===== config.mk =====
export PLATFORM = sky130hd
export DESIGN_NAME = x86_modrm_effective_address
export DESIGN_NICKNAME = d
export VERILOG_FILES = /design/src/rtl/core/xmea_pkg.sv /design/src/rtl/core/xmea_ram.sv /design/src/rtl/core/xmea_regfile.sv /design/src/rtl/core/xmea_decode.sv /design/src/rtl/core/xmea_agen.sv /design/src/rtl/core/x86_modrm_effective_address.sv
export SDC_FILE = /design/constraint.sdc
export NUM_CORES = 2
export LEC_CHECK = 0
export ABC_AREA = 1
export BUFFER_PORTS_ARGS = -buffer_cell sky130_fd_sc_hd__buf_2
export CAP_MARGIN = 20
export CORE_ASPECT_RATIO = 1.25
export CORE_UTILIZATION = 45
export CTS_BUF_LIST = sky130_fd_sc_hd__clkbuf_16
export CTS_CLUSTER_DIAMETER = 120
export DETAILED_ROUTE_END_ITERATION = 10
export PLACE_DENSITY_LB_ADDON = 0.2
export SLEW_MARGIN = 30
export SYNTH_ARGS = -nofsm -noshare
export SYNTH_HDL_FRONTEND = slang
export SYNTH_SLANG_ARGS = --single-unit
export TNS_END_PERCENT = 5

===== constraint.sdc =====
create_clock -name clk -period 5.9 [get_ports clk]
set_input_delay 0.295 -clock clk [delete_from_list [all_inputs] [get_ports clk]]
set_output_delay 0.295 -clock clk [all_outputs]
set_load 0.01 [all_outputs]

===== src/rtl/core/xmea_pkg.sv =====
package xmea_pkg;

	localparam int unsigned WORD_W   = 64;
	localparam int unsigned GR_COUNT = 16;
	localparam int unsigned GR_IDX_W = $clog2(GR_COUNT);
	localparam int unsigned DISP_W   = 32;

	localparam logic [7:0] MODRM_MOD_MASK = 8'hc0;
	localparam logic [7:0] MODRM_REG_MASK = 8'h38;
	localparam logic [7:0] MODRM_RM_MASK  = 8'h07;

	localparam logic [GR_IDX_W-1:0] GR_BX = GR_IDX_W'(3);
	localparam logic [GR_IDX_W-1:0] GR_SP = GR_IDX_W'(4);
	localparam logic [GR_IDX_W-1:0] GR_BP = GR_IDX_W'(5);
	localparam logic [GR_IDX_W-1:0] GR_SI = GR_IDX_W'(6);
	localparam logic [GR_IDX_W-1:0] GR_DI = GR_IDX_W'(7);

	localparam logic [2:0] RM_SIB      = 3'd4;
	localparam logic [2:0] RM_DISP     = 3'd5;
	localparam logic [2:0] RM16_DIRECT = 3'd6;
	localparam logic [1:0] MOD_NODISP  = 2'd0;
	localparam logic [1:0] MOD_DISP8   = 2'd1;
	localparam logic [1:0] MOD_DISP32  = 2'd2;
	localparam logic [1:0] MOD_REG     = 2'd3;

	localparam logic KIND_WRITE  = 1'b0;
	localparam logic KIND_DECODE = 1'b1;

	localparam logic [1:0] ASZ_16 = 2'd0;
	localparam logic [1:0] ASZ_32 = 2'd1;

	typedef enum logic [1:0] {
		TR_16,
		TR_32,
		TR_64
	} trunc_t;

	typedef struct packed {
		logic                kind;
		logic [GR_IDX_W-1:0] write_index;
		logic [WORD_W-1:0]   write_value;
		logic [7:0]          modrm_byte;
		logic [7:0]          sib_byte;
		logic [DISP_W-1:0]   displacement;
		logic [3:0]          rex_bits;
		logic [1:0]          addr_size;
		logic                no_mod;
	} req_t;

	typedef struct packed {
		logic                is_register;
		logic [1:0]          mod_field;
		logic [GR_IDX_W-1:0] reg_number;
		logic [GR_IDX_W-1:0] rm_number;
		logic [WORD_W-1:0]   effective_address;
		logic                stack_segment;
		logic                pc_relative;
	} rsp_t;

	typedef struct packed {
		logic                is_register;
		logic [1:0]          mod_field;
		logic [GR_IDX_W-1:0] reg_number;
		logic [GR_IDX_W-1:0] rm_number;
		logic                use_a;
		logic                use_b;
		logic [1:0]          scale;
		logic [WORD_W-1:0]   disp;
		trunc_t              trunc;
		logic                stack_segment;
		logic                pc_relative;
	} dec_t;

endpackage


===== src/rtl/core/xmea_ram.sv =====
module xmea_ram #(
	parameter int unsigned WIDTH = 64,
	parameter int unsigned DEPTH = 16
) (
	input  logic                     clk,
	input  logic                     we,
	input  logic [$clog2(DEPTH)-1:0] waddr,
	input  logic [WIDTH-1:0]         wdata,
	input  logic                     re,
	input  logic [$clog2(DEPTH)-1:0] raddr,
	output logic [WIDTH-1:0]         rdata
);

	logic [WIDTH-1:0] mem [DEPTH];
	logic [WIDTH-1:0] rdata_q;

	always_ff @(posedge clk) begin
		if (we) begin
			mem[waddr] <= wdata;
		end
		if (re) begin
			rdata_q <= mem[raddr];
		end
	end

	assign rdata = rdata_q;

endmodule


===== src/rtl/core/xmea_regfile.sv =====
module xmea_regfile (
	input  logic                            clk,
	input  logic                            arst_n,
	input  logic                            we,
	input  logic [xmea_pkg::GR_IDX_W-1:0]   waddr,
	input  logic [xmea_pkg::WORD_W-1:0]     wdata,
	input  logic                            re,
	input  logic [xmea_pkg::GR_IDX_W-1:0]   raddr_a,
	input  logic [xmea_pkg::GR_IDX_W-1:0]   raddr_b,
	output logic [xmea_pkg::WORD_W-1:0]     rdata_a,
	output logic [xmea_pkg::WORD_W-1:0]     rdata_b
);
	import xmea_pkg::*;

	logic [GR_COUNT-1:0] vld_q;
	logic                va_q;
	logic                vb_q;
	logic [WORD_W-1:0]   ram_a;
	logic [WORD_W-1:0]   ram_b;

	xmea_ram #(.WIDTH(WORD_W), .DEPTH(GR_COUNT)) u_ram_a (
		.clk   (clk),
		.we    (we),
		.waddr (waddr),
		.wdata (wdata),
		.re    (re),
		.raddr (raddr_a),
		.rdata (ram_a)
	);

	xmea_ram #(.WIDTH(WORD_W), .DEPTH(GR_COUNT)) u_ram_b (
		.clk   (clk),
		.we    (we),
		.waddr (waddr),
		.wdata (wdata),
		.re    (re),
		.raddr (raddr_b),
		.rdata (ram_b)
	);

	always_ff @(posedge clk or negedge arst_n) begin
		if (!arst_n) begin
			vld_q <= '0;
			va_q  <= 1'b0;
			vb_q  <= 1'b0;
		end else begin
			if (we) begin
				vld_q[waddr] <= 1'b1;
			end
			if (re) begin
				va_q <= vld_q[raddr_a];
				vb_q <= vld_q[raddr_b];
			end
		end
	end

	assign rdata_a = va_q ? ram_a : '0;
	assign rdata_b = vb_q ? ram_b : '0;

endmodule


===== src/rtl/core/xmea_decode.sv =====
module xmea_decode (
	input  xmea_pkg::req_t                  req,
	input  logic                            long_mode,
	output xmea_pkg::dec_t                  dec,
	output logic [xmea_pkg::GR_IDX_W-1:0]   raddr_a,
	output logic [xmea_pkg::GR_IDX_W-1:0]   raddr_b
);
	import xmea_pkg::*;

	logic [1:0]          mod;
	logic [2:0]          reg3;
	logic [2:0]          rm3;
	logic [GR_IDX_W-1:0] rm4;
	logic [GR_IDX_W-1:0] base;
	logic [GR_IDX_W-1:0] idx;
	logic                is_reg;
	logic [WORD_W-1:0]   d_s8;
	logic [WORD_W-1:0]   d_z16;
	logic [WORD_W-1:0]   d_s32;

	assign mod    = 2'((req.modrm_byte & MODRM_MOD_MASK) >> 6);
	assign reg3   = 3'((req.modrm_byte & MODRM_REG_MASK) >> 3);
	assign rm3    = 3'(req.modrm_byte & MODRM_RM_MASK);
	assign rm4    = {req.rex_bits[0], rm3};
	assign base   = {req.rex_bits[0], req.sib_byte[2:0]};
	assign idx    = {req.rex_bits[1], req.sib_byte[5:3]};
	assign is_reg = (mod == MOD_REG) || req.no_mod;
	assign d_s8   = {{(WORD_W-8){req.displacement[7]}}, req.displacement[7:0]};
	assign d_z16  = {{(WORD_W-16){1'b0}}, req.displacement[15:0]};
	assign d_s32  = {{(WORD_W-DISP_W){req.displacement[DISP_W-1]}}, req.displacement};

	always_comb begin
		dec             = '0;
		dec.trunc       = TR_64;
		dec.is_register = is_reg;
		dec.mod_field   = mod;
		dec.reg_number  = {req.rex_bits[2], reg3};
		dec.rm_number   = rm4;
		raddr_a         = GR_BX;
		raddr_b         = GR_SI;
		if (!is_reg) begin
			if (req.addr_size == ASZ_16) begin
				dec.trunc = TR_16;
				if (mod == MOD_DISP8) begin
					dec.disp = d_s8;
				end else if (mod == MOD_DISP32
					|| (mod == MOD_NODISP && rm3 == RM16_DIRECT)) begin
					dec.disp = d_z16;
				end
				unique case (rm3)
					3'd0: begin
						raddr_a = GR_BX; raddr_b = GR_SI;
						dec.use_a = 1'b1; dec.use_b = 1'b1;
					end
					3'd1: begin
						raddr_a = GR_BX; raddr_b = GR_DI;
						dec.use_a = 1'b1; dec.use_b = 1'b1;
					end
					3'd2: begin
						raddr_a = GR_BP; raddr_b = GR_SI;
						dec.use_a = 1'b1; dec.use_b = 1'b1;
						dec.stack_segment = 1'b1;
					end
					3'd3: begin
						raddr_a = GR_BP; raddr_b = GR_DI;
						dec.use_a = 1'b1; dec.use_b = 1'b1;
						dec.stack_segment = 1'b1;
					end
					3'd4: begin
						raddr_a = GR_SI; dec.use_a = 1'b1;
					end
					3'd5: begin
						raddr_a = GR_DI; dec.use_a = 1'b1;
					end
					3'd6: begin
						raddr_a = GR_BP;
						if (mod != MOD_NODISP) begin
							dec.use_a = 1'b1;
							dec.stack_segment = 1'b1;
						end
					end
					default: begin
						raddr_a = GR_BX; dec.use_a = 1'b1;
					end
				endcase
			end else begin
				dec.trunc = (req.addr_size == ASZ_32) ? TR_32 : TR_64;
				if (rm3 == RM_SIB) begin
					raddr_a   = base;
					raddr_b   = idx;
					dec.scale = req.sib_byte[7:6];
					dec.use_b = (idx != GR_SP);
					if (req.sib_byte[2:0] == RM_DISP && mod == MOD_NODISP) begin
						dec.disp = d_s32;
					end else begin
						dec.use_a         = 1'b1;
						dec.stack_segment = (base == GR_SP) || (base == GR_BP);
					end
				end else if (rm3 == RM_DISP && mod == MOD_NODISP) begin
					dec.disp        = d_s32;
					dec.pc_relative = long_mode;
				end else begin
					raddr_a           = rm4;
					dec.use_a         = 1'b1;
					dec.stack_segment = (rm4 == GR_SP) || (rm4 == GR_BP);
				end
				if (mod == MOD_DISP8) begin
					dec.disp = d_s8;
				end else if (mod == MOD_DISP32) begin
					dec.disp = d_s32;
				end
			end
		end
	end

endmodule


===== src/rtl/core/xmea_agen.sv =====
module xmea_agen (
	input  xmea_pkg::dec_t               dec,
	input  logic [xmea_pkg::WORD_W-1:0]  rdata_a,
	input  logic [xmea_pkg::WORD_W-1:0]  rdata_b,
	output xmea_pkg::rsp_t               rsp
);
	import xmea_pkg::*;

	logic [WORD_W-1:0] opa;
	logic [WORD_W-1:0] opb;
	logic [WORD_W-1:0] sum;

	assign opa = dec.use_a ? rdata_a : '0;
	assign opb = dec.use_b ? (rdata_b << dec.scale) : '0;
	assign sum = opa + opb + dec.disp;

	always_comb begin
		rsp.is_register   = dec.is_register;
		rsp.mod_field     = dec.mod_field;
		rsp.reg_number    = dec.reg_number;
		rsp.rm_number     = dec.rm_number;
		rsp.stack_segment = dec.stack_segment;
		rsp.pc_relative   = dec.pc_relative;
		case (dec.trunc)
			TR_16:   rsp.effective_address = {{(WORD_W-16){1'b0}}, sum[15:0]};
			TR_32:   rsp.effective_address = {{(WORD_W-32){1'b0}}, sum[31:0]};
			default: rsp.effective_address = sum;
		endcase
	end

endmodule


===== src/rtl/core/x86_modrm_effective_address.sv =====
// ModR/M and SIB effective-address generator with a 16 x 64-bit register file.
// Request channel (req_valid, req_stall, req_data): a beat with kind 0 writes
// general register write_index with write_value and yields no response; a beat
// with kind 1 decodes one addressing form and yields one response beat.
// Response channel (rsp_valid, rsp_stall, rsp_data): mod, reg and rm numbers,
// the register-operand flag, the effective address and segment / RIP flags.
// Configuration channel (cfg_valid, cfg_ready, cfg_data): writes long_mode;
// cfg_ready is always high. Write it only while no decode is in flight.
// At acceptance the register file, two copies of a synchronous RAM, is read
// and the decode stage is loaded; the three-operand add runs in the cycle
// after the read, and its result is registered into the response register,
// which drives rsp_valid.
// Throughput: one beat per cycle while rsp_stall stays low.
// Reset clears long_mode, the pipeline valids and the per-register valid bits,
// so every register reads zero until written; no clearing pass is needed.
// While rsp_stall is high the response holds; a decode already read waits in
// its stage and req_stall rises until the response is taken.
module x86_modrm_effective_address (
	input  logic            clk,
	input  logic            arst_n,
	input  logic            req_valid,
	output logic            req_stall,
	input  xmea_pkg::req_t  req_data,
	output logic            rsp_valid,
	input  logic            rsp_stall,
	output xmea_pkg::rsp_t  rsp_data,
	input  logic            cfg_valid,
	output logic            cfg_ready,
	input  logic            cfg_data
);
	import xmea_pkg::*;

	logic                long_mode_q;
	logic                s1_valid_q;
	dec_t                dec;
	dec_t                dec_s1;
	rsp_t                rsp_next;
	rsp_t                rsp_q;
	logic                rsp_valid_q;
	logic [GR_IDX_W-1:0] raddr_a;
	logic [GR_IDX_W-1:0] raddr_b;
	logic [WORD_W-1:0]   rdata_a;
	logic [WORD_W-1:0]   rdata_b;
	logic                s1_adv;
	logic                accept;
	logic                dec_acc;
	logic                wr_acc;

	assign cfg_ready = 1'b1;
	assign s1_adv    = s1_valid_q && (!rsp_valid_q || !rsp_stall);
	assign req_stall = s1_valid_q && !s1_adv;
	assign accept    = req_valid && !req_stall;
	assign dec_acc   = accept && (req_data.kind == KIND_DECODE);
	assign wr_acc    = accept && (req_data.kind == KIND_WRITE);

	xmea_decode u_decode (
		.req       (req_data),
		.long_mode (long_mode_q),
		.dec       (dec),
		.raddr_a   (raddr_a),
		.raddr_b   (raddr_b)
	);

	xmea_regfile u_regfile (
		.clk     (clk),
		.arst_n  (arst_n),
		.we      (wr_acc),
		.waddr   (req_data.write_index),
		.wdata   (req_data.write_value),
		.re      (dec_acc),
		.raddr_a (raddr_a),
		.raddr_b (raddr_b),
		.rdata_a (rdata_a),
		.rdata_b (rdata_b)
	);

	xmea_agen u_agen (
		.dec     (dec_s1),
		.rdata_a (rdata_a),
		.rdata_b (rdata_b),
		.rsp     (rsp_next)
	);

	always_ff @(posedge clk or negedge arst_n) begin
		if (!arst_n) begin
			long_mode_q <= 1'b0;
			s1_valid_q  <= 1'b0;
			rsp_valid_q <= 1'b0;
		end else begin
			if (cfg_valid && cfg_ready) begin
				long_mode_q <= cfg_data;
			end
			if (dec_acc) begin
				s1_valid_q <= 1'b1;
			end else if (s1_adv) begin
				s1_valid_q <= 1'b0;
			end
			if (s1_adv) begin
				rsp_valid_q <= 1'b1;
			end else if (!rsp_stall) begin
				rsp_valid_q <= 1'b0;
			end
		end
	end

	always_ff @(posedge clk) begin
		if (dec_acc) begin
			dec_s1 <= dec;
		end
		if (s1_adv) begin
			rsp_q <= rsp_next;
		end
	end

	assign rsp_valid = rsp_valid_q;
	assign rsp_data  = rsp_q;

`ifndef SYNTHESIS
	a_adv_fills: assert property (@(posedge clk) disable iff (!arst_n)
		s1_adv |=> rsp_valid_q)
		else $error("advanced decode did not reach the response register");

	a_stall_holds_s1: assert property (@(posedge clk) disable iff (!arst_n)
		req_stall |=> s1_valid_q)
		else $error("stalled decode stage lost its beat");

	a_reg_zero: assert property (@(posedge clk) disable iff (!arst_n)
		rsp_valid_q && rsp_q.is_register |->
			rsp_q.effective_address == '0 && !rsp_q.stack_segment
			&& !rsp_q.pc_relative)
		else $error("register operand carries address fields");

	a_rip_long: assert property (@(posedge clk) disable iff (!arst_n)
		rsp_valid_q && rsp_q.pc_relative |-> long_mode_q && !rsp_q.is_register)
		else $error("RIP-relative flag outside long mode");
`endif

endmodule


==> impl_results.md <==
- Outcome: finished clean
- Bufs and invs on worst path: 0
- Placer Congestion: 0.964
- Simple-gate portion of the synthesized area: 15.0%
- Post-DRT Antenna Nets: 0
- Largest area contributor in the netlist: edfxtp_1
- CP Cell Sequence: nand2_1 > nor2_1 > a31oi_1 > nor2_1 > fa_1 > ha_1 > fa_1 > nand3_1 > nand2_1 > nand2_1 > nand2_1 > nand2_1 > nand2_1 > nand2_1 > nand3_1 > nand2_1 > nand2_1 > nand2_1 > nand2_1 > nor2_1
- Critical path capture point type: register
- Via count: 53,986
- Final setup vio count: 0
- Storage element area: 39,000 µm²
- Synth async-reset ratio: 1.61%
- Fmax: 0.228 GHz
- Slew margin rel.: 31.3%
- Share of post-route cells with drive strength above 1: 7.48%
- CTS clock-pin slew for the worst setup and hold paths: 0.06 ns
- Leakage Power: 0.0292 µW
- Count leader, synth: edfxtp_1
- Layout Utilization: 51.0%
- EDFF count, synth: 1,280
- FF-to-FF setup slack: 1.51 ns
- Initial core utilization: 45.6%
- Post-CTS Setup Bufs: 0
- Die Y-Extent: 436 µm
- HP Class: in2async
- Sequential area share after synthesis: 57.5%
- Mapped Nets: 7,310
- CP required: 6.50 ns
- CTS tree: done
- Clk_lat worst skew: 0.79 ns
- Crit-path max cell delay: 0.86 ns
- Crit Path Max Fanout: 66
- Die Area: 152,000 µm²
- XOR/XNOR share of the synthesized area: 0.233%
- Post-CTS sizing: 0
- Clock Sinks: 1,301
- P&R area growth vs syn: 12.1%
- Crit path launch type: register
- VDD IR-drop max: 0.000303 V
- Slew Limit Fails: 0
- Largest net degree at the start of global routing: 216
- Total power: 21,100 µW
- CTS Buffer Depth: 3
- RSZ-0062 raised after global routing: false
- Cell Int Power: 15,700 µW
- Routed wire length: 209 mm
- Nets: 7,393
- Fin Clk Skew: 0.0411 ns
- Most instantiated cells after synthesis: edfxtp_1 (1,280), nand2_1 (1,172), nand3_1 (859), inv_1 (836), a21oi_1 (636)
- DRC errors left: 0
- Multi-input logic area: 23,600 µm²
- Synthesized instance count: 7,054
- Congestion Overflow GR: 0
- Worst Tran Pin Value: 1.03 ns
- Root Driver: clkbuf_16
- P per Cell Area: 277 nW/µm²
- Worst-case reg-to-reg path depth: 20
- Mean Syn Cell Area: 9.61 µm²
- Most common cell on crit path: nand2_1
- Clock network power share: 39.2%
- GR Util All Layers: 27.1%
- Via density: 5.84
- Synth Area in Compound Gates: 16.2%
- Post-synthesis mux area share: 0%
- I/O pins: 210
- Detailed placement HPWL: 123 mm
- Synth warn: 0
- Worst r2r src: u_regfile.vb_q
- Starting DRT DRC Count: 5,415
- Flop pwr share: 49.7%
- WHS: 0.0999 ns
- Critical Path AT: 4.99 ns
- Post-synthesis adder-cell area fraction: 3.03%
- Period utilization: 74.4%
- Cell variety after synth: 42
- Final Hold Violating Endpoints: 0
- FILL cells: 13,378
- Top_reg_cell synth: edfxtp_1
- Core ar.: 149,000 µm²
- Logic pwr share: 11.0%
- First-pass GRT wire length: 311 mm
- Inserted Clock Buffers: 136
- Kind of critical path: reg2reg
- Vias in the first global route: 51,226
- Minimum clock period: 4.39 ns
- Max-cap viol count: 0
- P_sw: 5350 µW
- Die width: 349 µm
- Initial antenna violation count: 17
- Worst path slowest cell: dfrtp_4
- Yosys reg bits: 1,301
- Capture point of the worst reg-to-reg path: rsp_data[45]
- Setup TNS: 0 ns
- Drt pass-1 iters: 6
- CP delay by family, top: simple AND/OR/NAND/NOR gates
- Max H-tree Level: 4
- Switching Share: 25.4%
- Area share of the largest cell type after synthesis: 56.7%
- Largest family of logic cells by synthesized area: compound AO/OA/AOI/OAI gates
- Port Buffers: 207
- Average routed wire per standard cell: 22.6 µm
- # rows: 158
- Post-Synthesis Cell Area: 67,800 µm²
- Cts hold-fix bufs: 122
- Top post-synthesis cells by area: edfxtp_1 (57%), nand2_1 (6.5%), nand3_1 (6.3%), o211ai_1 (5.8%), a21oi_1 (4.7%)
[routing by layer]
metal  routed length, µm  up-vias  share of wire, %  global-route usage, %
met1               86800    25918                41                   36.3
met4                7430       12               3.6                   10.5
met5                  60        -             0.029                      0
met2               98900     2437                47                   44.4
li1                    -    25125                 -                      -
met3               16000      494               7.7                   3.80
[layout by cell type (no fill, tap or decap), types with 64 or more instances in the layout]
master	n
a21oi_1	635
buf_2	208
clkbuf_16	139
dlygate4sd3_1	121
edfxtp_1	1280
fa_1	64
inv_1	860
nand2_1	1169
nand3_1	856
nor2_1	290
o211ai_1	521
o21ai_0	439
o21ai_1	168
[worst max path at each step]
stage / endpoint / depth (start not counted) / start
after detailed placement: rsp_data[45] / 20 / u_regfile.vb_q
after CTS: rsp_data[45] / 20 / u_regfile.vb_q
after global routing: rsp_data[50] / 22 / u_regfile.vb_q
after floorplan: dec_s1[0] / 5 / rsp_valid
final: rsp_data[45] / 20 / u_regfile.vb_q
after global placement: rsp_data[45] / 20 / u_regfile.vb_q
[registers in the layout, summed over array words and instances (netlist names)]
signal                   count
u_regfile.vld_q             16
dec_s1                      51
u_regfile.va_q               1
u_regfile.vb_q               1
s1_valid_q                   1
u_regfile.u_ram_b.rdata     64
rsp_valid                    1
rsp_data                    77
long_mode_q                  1
u_regfile.u_ram_b.mem     1024
u_regfile.u_ram_a.rdata     64
[logic make-up (layout without fill, tap and decap cells)]
kind of cell | count (synthesis) | in the layout
compound gates | 1894 | 1894
xor+xnor | 18 | 18
fa+ha+maj | 126 | 126
buf+inv | 1325 | 1513
flops | 1301 | 1301
other cells | 1 | 11
simple gates | 2389 | 2389
[metrics by stage]
| step | std cells | area, µm² | worst slack (ns) |
|---|---|---|---|
| floorplan | 7054 | 67800 | 1.10 |
| global placement | 8875 | 70400 | 1.61 |
| detailed placement | 8876 | 70500 | 1.56 |
| CTS | 9241 | 75900 | 1.53 |
| global route | 9249 | 76000 | 1.21 |
| finish | 9252 | 76000 | 1.51 |
[cell type report]
| cell class | instances | share of cell area (%) |
|---|---|---|
| Multi-Input combinational cell | 4428 | 31.0 |
| Inverter | 846 | 4.22 |
| Timing Repair Buffer | 424 | 4.58 |
| Sequential cell | 1301 | 51.3 |
| Clock buffer | 139 | 4.58 |
| Clock inverter | 104 | 1.00 |
| Tap cell | 2000 | 3.29 |
| Antenna cell | 10 | 0.0329 |
[power groups by stage]
stage	Clock (µW)	Sequential (µW)	Combinational, µW
2_1_floorplan	0	10700	1420
3_3_place_gp	0	10700	2190
3_5_place_dp	0	10700	2220
4_1_cts	8400	10500	2300
5_1_grt	8720	10500	2560
6_report	8260	10500	2330
[worst register-to-register path, cell delays in order (launching register included)]
cell and delay [ns]:
dfrtp_4 0.86, nand2_1 0.20, nor2_1 0.14, a31oi_1 0.07
nor2_1 0.27, fa_1 0.47, ha_1 0.23, fa_1 0.46
nand3_1 0.09, nand2_1 0.14, nand2_1 0.09, nand2_1 0.13
nand2_1 0.10, nand2_1 0.14, nand2_1 0.09, nand3_1 0.21
nand2_1 0.12, nand2_1 0.07, nand2_1 0.06, nand2_1 0.05
nor2_1 0.23
(Power assumes the default switching activity.)
